--- config.mk ---
export PLATFORM = sky130hd
export DESIGN_NAME = rsd_iter
export DESIGN_NICKNAME = d
export VERILOG_FILES = /design/src/hw/rtl/rsd_pkg.sv /design/src/hw/rtl/rsd_iter.sv
export SDC_FILE = /design/constraint.sdc
export NUM_CORES = 1
export LEC_CHECK = 0
export BUFFER_PORTS_ARGS = -buffer_cell sky130_fd_sc_hd__clkbuf_2
export CAP_MARGIN = 0
export CORE_MARGIN = 2
export CORE_UTILIZATION = 50
export CTS_BUF_LIST = sky130_fd_sc_hd__clkbuf_16
export DETAILED_ROUTE_END_ITERATION = 6
export PLACE_DENSITY_LB_ADDON = 0.05
export SLEW_MARGIN = 20
export SYNTH_ARGS = -nofsm -noshare
export SYNTH_HDL_FRONTEND = slang
export SYNTH_SLANG_ARGS = --single-unit
export TNS_END_PERCENT = 50
--- constraint.sdc ---
create_clock -name clk_i -period 4.9 [get_ports clk_i]
set_input_delay 0.49 -clock clk_i [delete_from_list [all_inputs] [get_ports clk_i]]
set_output_delay 0.49 -clock clk_i [all_outputs]
set_load 0.005 [all_outputs]
--- src/hw/rtl/rsd_pkg.sv ---
// Shared types and constants for the row z-score ternary discretizer.
// Used by rsd_iter and row_sd_ternary_discretizer; no dependencies.
`timescale 1ns / 1ps
package rsd_pkg;

  localparam int unsigned OP_W       = 64;
  localparam int unsigned DIV_STEPS  = 64;
  localparam int unsigned SQRT_STEPS = 32;

  localparam logic REG_MULT_LOWER = 1'b0;
  localparam logic REG_MULT_UPPER = 1'b1;

  localparam logic [1:0] CLS_LOW  = 2'b11;
  localparam logic [1:0] CLS_MID  = 2'b00;
  localparam logic [1:0] CLS_HIGH = 2'b01;

  typedef struct packed {
    logic start;
    logic sqrt_op;
  } iter_req_t;

  // Clamp a 42-bit signed value into the signed 32-bit range.
  function automatic logic [31:0] sat32(input logic signed [41:0] v);
    logic [31:0] r;
    if (v > 42'sd2147483647) begin
      r = 32'h7fff_ffff;
    end else if (v < -42'sd2147483648) begin
      r = 32'h8000_0000;
    end else begin
      r = v[31:0];
    end
    return r;
  endfunction

endpackage

--- src/hw/rtl/rsd_iter.sv ---
// Shared iterative unit: restoring 64-bit unsigned divide or integer square root.
// One subtract-and-compare per cycle. Uses rsd_pkg.
`timescale 1ns / 1ps
module rsd_iter (
  input  logic                  clk_i,
  input  logic                  rst_ni,
  input  rsd_pkg::iter_req_t    req_i,
  input  logic [63:0]           a_i,
  input  logic [63:0]           b_i,
  output logic                  done_o,
  output logic [63:0]           res_o,
  output logic                  rem_nz_o
);

  logic [65:0] acc_q, acc_d;
  logic [63:0] work_q, work_d;
  logic [63:0] div_q;
  logic [31:0] root_q, root_d;
  logic [6:0]  cnt_q;
  logic        busy_q, op_q, done_q;
  logic [65:0] shifted, operand;
  logic [66:0] diff;
  logic        ge;

  always_comb begin
    if (op_q) begin
      shifted = {acc_q[63:0], work_q[63:62]};
      operand = {32'b0, root_q, 2'b01};
    end else begin
      shifted = {acc_q[64:0], work_q[63]};
      operand = {2'b0, div_q};
    end
    diff  = {1'b0, shifted} - {1'b0, operand};
    ge    = ~diff[66];
    acc_d = ge ? diff[65:0] : shifted;
    if (op_q) begin
      work_d = {work_q[61:0], 2'b00};
      root_d = {root_q[30:0], ge};
    end else begin
      work_d = {work_q[62:0], ge};
      root_d = root_q;
    end
  end

  always_ff @(posedge clk_i or negedge rst_ni) begin
    if (!rst_ni) begin
      busy_q <= 1'b0;
      done_q <= 1'b0;
      cnt_q  <= '0;
      op_q   <= 1'b0;
    end else begin
      done_q <= 1'b0;
      if (req_i.start) begin
        busy_q <= 1'b1;
        op_q   <= req_i.sqrt_op;
        cnt_q  <= req_i.sqrt_op ? 7'(rsd_pkg::SQRT_STEPS) : 7'(rsd_pkg::DIV_STEPS);
      end else if (busy_q) begin
        cnt_q <= cnt_q - 7'd1;
        if (cnt_q == 7'd1) begin
          busy_q <= 1'b0;
          done_q <= 1'b1;
        end
      end
    end
  end

  always_ff @(posedge clk_i) begin
    if (req_i.start) begin
      acc_q  <= '0;
      work_q <= a_i;
      div_q  <= b_i;
      root_q <= '0;
    end else if (busy_q) begin
      acc_q  <= acc_d;
      work_q <= work_d;
      root_q <= root_d;
    end
  end

  assign done_o   = done_q;
  assign res_o    = op_q ? {32'b0, root_q} : work_q;
  assign rem_nz_o = |acc_q;

endmodule

# --- Yosys cells after proc, flatten, opt, wreduce, memory -nomap -nowiden ---
# Cells that the tools add are included.
totals:
  regBits: 236
  input_bits: 132
  elab_cells: 31
op_classes:
  n_addsub: 2
  n_eq_ne: 1
  n_mux: 16
  n_bitwise: 1
  reduce_logical: 3
ops:
  columns: ["op", "n"]
  rows:
  - ["64-bit two-way mux", 5]
  - ["66-bit two-way mux", 2]
  - ["66-bit by 66-bit subtractor with 67-bit output", 1]
  - ["66-bit OR reduction", 1]
  - ["7-bit two-way mux", 3]
  - ["7-bit by 1-bit equality test with 1-bit output, second input constant", 1]
  - ["7-bit by 1-bit subtractor with 7-bit output, second input constant", 1]
  - ["1-bit two-way mux", 6]
  - ["2-bit AND reduction", 1]
  - ["2-bit nonzero test", 1]
  - ["1-bit NOT", 1]

# --- Logic depth before layout (Yosys ltp) ---
logic_depth:
  depth_word: 6
  ltp_mapped: 21
  ltp_nobuf: 15

# --- Worst setup path after synthesis ---
# No wires, ideal clock.
synth_timing:
  path_type: "register -> register"
  startpoint: "reg op_q"
  endpoint: "reg acc_q[65]"
  setup_ps: 91
  arrival_ps: 4544
  t_required_ps: 4809
  slack_ps: 265
  path_stages_with_launch: 18
  n_path_buf: 6
  synth_period_minus_slack_ps: 4635
  path_cell_list: "dfrtp_1 > clkbuf_1 > clkbuf_1 > clkbuf_1 > buf_1 > buf_2 > mux2i_1 > ha_1 > buf_2 > nand2_1 > nor4_1 > a21o_4 > a21oi_4 > o21ba_4 > o31ai_4 > nand2_2 > or4b_1 > a311oi_1"
synth_via:
  elab_chain_cells: 3
synth_rtl:
  columns: ["element", "line", "rtl"]
  rows:
  - ["start, declared", "rsd_iter.sv:20", "logic busy_q, op_q, done_q;"]
  - ["start signal, assigned", "rsd_iter.sv:55", "op_q <= req_i.sqrt_op;"]
  - ["66-bit two-way mux / 64-bit two-way mux (equally long branches)", "rsd_iter.sv:26", "if (op_q) begin"]
  - ["66-bit by 66-bit subtractor with 67-bit output", "rsd_iter.sv:33", "diff = {1'b0, shifted} - {1'b0, operand};"]
  - ["66-bit two-way mux *", "rsd_iter.sv:35", "acc_d = ge ? diff[65:0] : shifted;"]
  - ["end signal, assigned", "rsd_iter.sv:69", "acc_q <= '0;"]
  - ["end signal, assigned", "rsd_iter.sv:74", "acc_q <= acc_d;"]
  - ["end, declared", "rsd_iter.sv:15", "logic [65:0] acc_q, acc_d;"]
# Every way passes the cells marked *; elsewhere a longest branch is shown, timed or not.
# A chain may end at the register's enable or synchronous reset.

# --- Worst setup path in the final report ---
layout_timing:
  startpoint: "reg op_q"
  endpoint: "reg acc_q[22]"
# Same word-level chain as after synthesis.

==> metrics <==
final cell count without fillers=2243; clk sink count=236; Startpoint Class=flip-flop; Worst-Skew Late Latency=0.55 ns; largest net degree at the start of global routing=176; CTS Buf Count=26; most common cell after layout, fill and taps aside=nand2_1; logic gate share of total power=0.515; total track usage=0.248; RD Place Congestion=0.924; Design Power=10.0 mW; #FFs+latches synth=236; Worst-path clk slew=0.06 ns; row count=63; vias in the first global route=12300; Vias/cell=5.79; Clock Tree Root=clkbuf_16; slew of the pin with the lowest slew margin=0.877 ns; Final min period=4.57 ns; worst min-delay path class=primary input to flip-flop; Filler Cell Count=2688; Final Hold Fails=0; ys async rst share=0.0424; Ports=198; Netlist cell types=69; CP max FO=44; nature of the critical path endpoint=flip-flop; ANT nets after route=0; Pre-antenna DRT Iters=5; final net count=2031; Avg Cell Area, Syn=8.94 um2; Multi-input gate area=8580 um2; crit share post-route=0.933; first-pass GRT wire length=63500 um; YS warnings=0; most used flip-flop cell after synthesis=edfxtp_1; RSZ-0062 raised after global routing=false; Setup TNS=0 ns; drt first-iter violations=873; Placed Instances=2192; Die ar.=31700 um2; H-tree depth=1; Data arrival, critical path=5.03 ns; sequential share of power=0.279; Die X=178 um; drt wl/cell=18.0 um; core outline area=29700 um2; critical path start-end classification=flip-flop to flip-flop; Worst Clk Skew=0.0186 ns; Initial Util=0.510; post-detail-place hpwl=29300 um; P_leak=7.30 nW; Sw Share=0.418; pwr/cell area=578 nW/um2; clock tree buffer depth=3; Pint=5.84 mW; die height=178 um; Seq/Total Area, Yosys=0.399; ratio of cells with drive above 1 in the final layout=0.202; initial antenna violation count=1; P_sw=4.20 mW; Fmax achieved=219 MHz; worst path required time=5.35 ns; worst hold margin=0.113 ns; Final setup violation count=0; register area=6060 um2; CTS tree=yes; clock share of power=0.206; Vias=13000; Syn Inst Count=1696; port buffer count=197; commonest cells after routing, fill and taps aside=nand2_1, clkbuf_2, a21oi_1; Peak VDD IR=0.406 mV; Slew Viols, Final=0; Post-synth EDFFs=128; grt ovf=0; Synth Cell Area=15200 um2; Syn Nets=1895; Slew HR=0.416; area added between synthesis and finish=14.5%; DRT Wirelength=40400 um; # DRC=0; status=completed; Finished Core Util=0.584; max-cap violation count=0
[power by group through the flow]
stage / clock, mW / sequential (mW) / combinational (mW)
2_1_floorplan: 0 / 2.70 / 3.96
3_3_place_gp: 0 / 2.84 / 5.04
3_5_place_dp: 0 / 2.84 / 5.08
4_1_cts: 2.12 / 2.80 / 5.12
5_1_grt: 2.19 / 2.85 / 5.75
6_report: 2.07 / 2.80 / 5.17
[cells by family after synthesis]
family,synth area share
AND/OR/NAND/NOR,0.157
adder cells (fa/ha/maj),0.0558
multiplexers,0.123
XOR/XNOR,0.0370
flip-flops,0.399
AO/OA/AOI/OAI,0.192
buffers and inverters,0.0353
[cell type report]
cell class | instances | area share
sequential | 236 | 0.349
tap | 390 | 0.0281
timing repair buffer | 220 | 0.0701
clock buffer | 30 | 0.0432
inverter | 25 | 0.00541
clock inverter | 18 | 0.00937
multi-input combinational | 1323 | 0.494
antenna | 1 | 0.000144
[final timing paths]
kind,start,endpoint,slack (ns),cells after the start
min reg2reg,root_q[0]$_SDFFE_PP0P_,root_q[1]$_SDFFE_PP0P_,0.47,2
max in group asynchronous,rst_ni,op_q$_DFFE_PN0P_,4.32,2
min in group asynchronous,rst_ni,cnt_q[2]$_DFFE_PN0P_,0.35,2
max,op_q$_DFFE_PN0P_,acc_q[22]$_SDFFE_PP0P_,0.33,16
min,b_i[20],div_q[20]$_DFFE_PP_,0.11,1
max reg2reg,op_q$_DFFE_PN0P_,acc_q[22]$_SDFFE_PP0P_,0.33,16
[stage by stage]
step / setup slack (ns) / cell area, um2
2_1_floorplan: 0.265 / 15200
4_1_cts: 0.387 / 17300
3_5_place_dp: 0.381 / 16400
6_report: 0.329 / 17400
3_3_place_gp: 0.527 / 16400
5_1_grt: 0.00641 / 17400
[synth_stat cells, drive strengths merged (5+ instances only)]
| master | count | area (um2) |
|---|---|---|
| a21o | 32 | 248 |
| o21bai | 19 | 143 |
| a32oi | 8 | 70.1 |
| and3 | 6 | 37.5 |
| nand2b | 9 | 56.3 |
| clkbuf | 84 | 315 |
| mux2i | 81 | 811 |
| o31ai | 6 | 58.8 |
| nor2b | 41 | 257 |
| ha | 66 | 826 |
| dfxtp | 98 | 1960 |
| dfrtp | 10 | 250 |
| nand3 | 14 | 70.1 |
| buf | 28 | 126 |
| nand2 | 239 | 902 |
| nor4 | 26 | 163 |
| nand4 | 31 | 194 |
| o21a | 7 | 53.8 |
| a31oi | 14 | 87.6 |
| xnor2 | 38 | 333 |
| o22ai | 5 | 31.3 |
| o21ai | 129 | 649 |
| nor3 | 15 | 75.1 |
| edfxtp | 128 | 3840 |
| nor2 | 136 | 510 |
| a21oi | 187 | 947 |
| inv | 23 | 86.3 |
| a211oi | 52 | 390 |
| xor2 | 26 | 228 |
| mux2 | 94 | 1060 |
[routing by layer]
layer  up-vias  part of all wire  track usage
met5         -                 0            0
met4         0             0.021       0.0676
met3        54             0.061       0.0360
met2       387              0.47        0.405
met1      6080              0.45        0.343
li1       6465                 -            -
[worst max-delay path, cell delays in order (launching register included)]
cell and delay (ns):
dfrtp_4 0.62, buf_16 0.23, or2_2 0.31, ha_1 0.22
fa_1 0.38, nor2b_1 0.22, o2111ai_1 0.19, a31oi_1 0.31
a211oi_1 0.16, o211ai_1 0.31, nand3_1 0.18, a211oi_1 0.42
nor2_4 0.09, buf_4 0.30, a21oi_1 0.21, a21oi_1 0.07
a211oi_1 0.24
[sequential cells by signal, indices dropped and copies added, names as in the netlist]
signal and count:
done_o 1, busy_q 1, div_q 64, cnt_q 7
work_q 64, op_q 1, acc_q 66, root_q 32
[what timing repair did]
| item | CTS | global route |
|---|---|---|
| gates resized for setup | 0 | 1 |
| hold buffers | 1 | 0 |
| endpoints found under the setup margin | 0 | 1 |
| setup buffers | 0 | 1 |
| endpoints found under the hold margin | 10 | 0 |
Note: power is estimated with default switching activity, not from simulation.
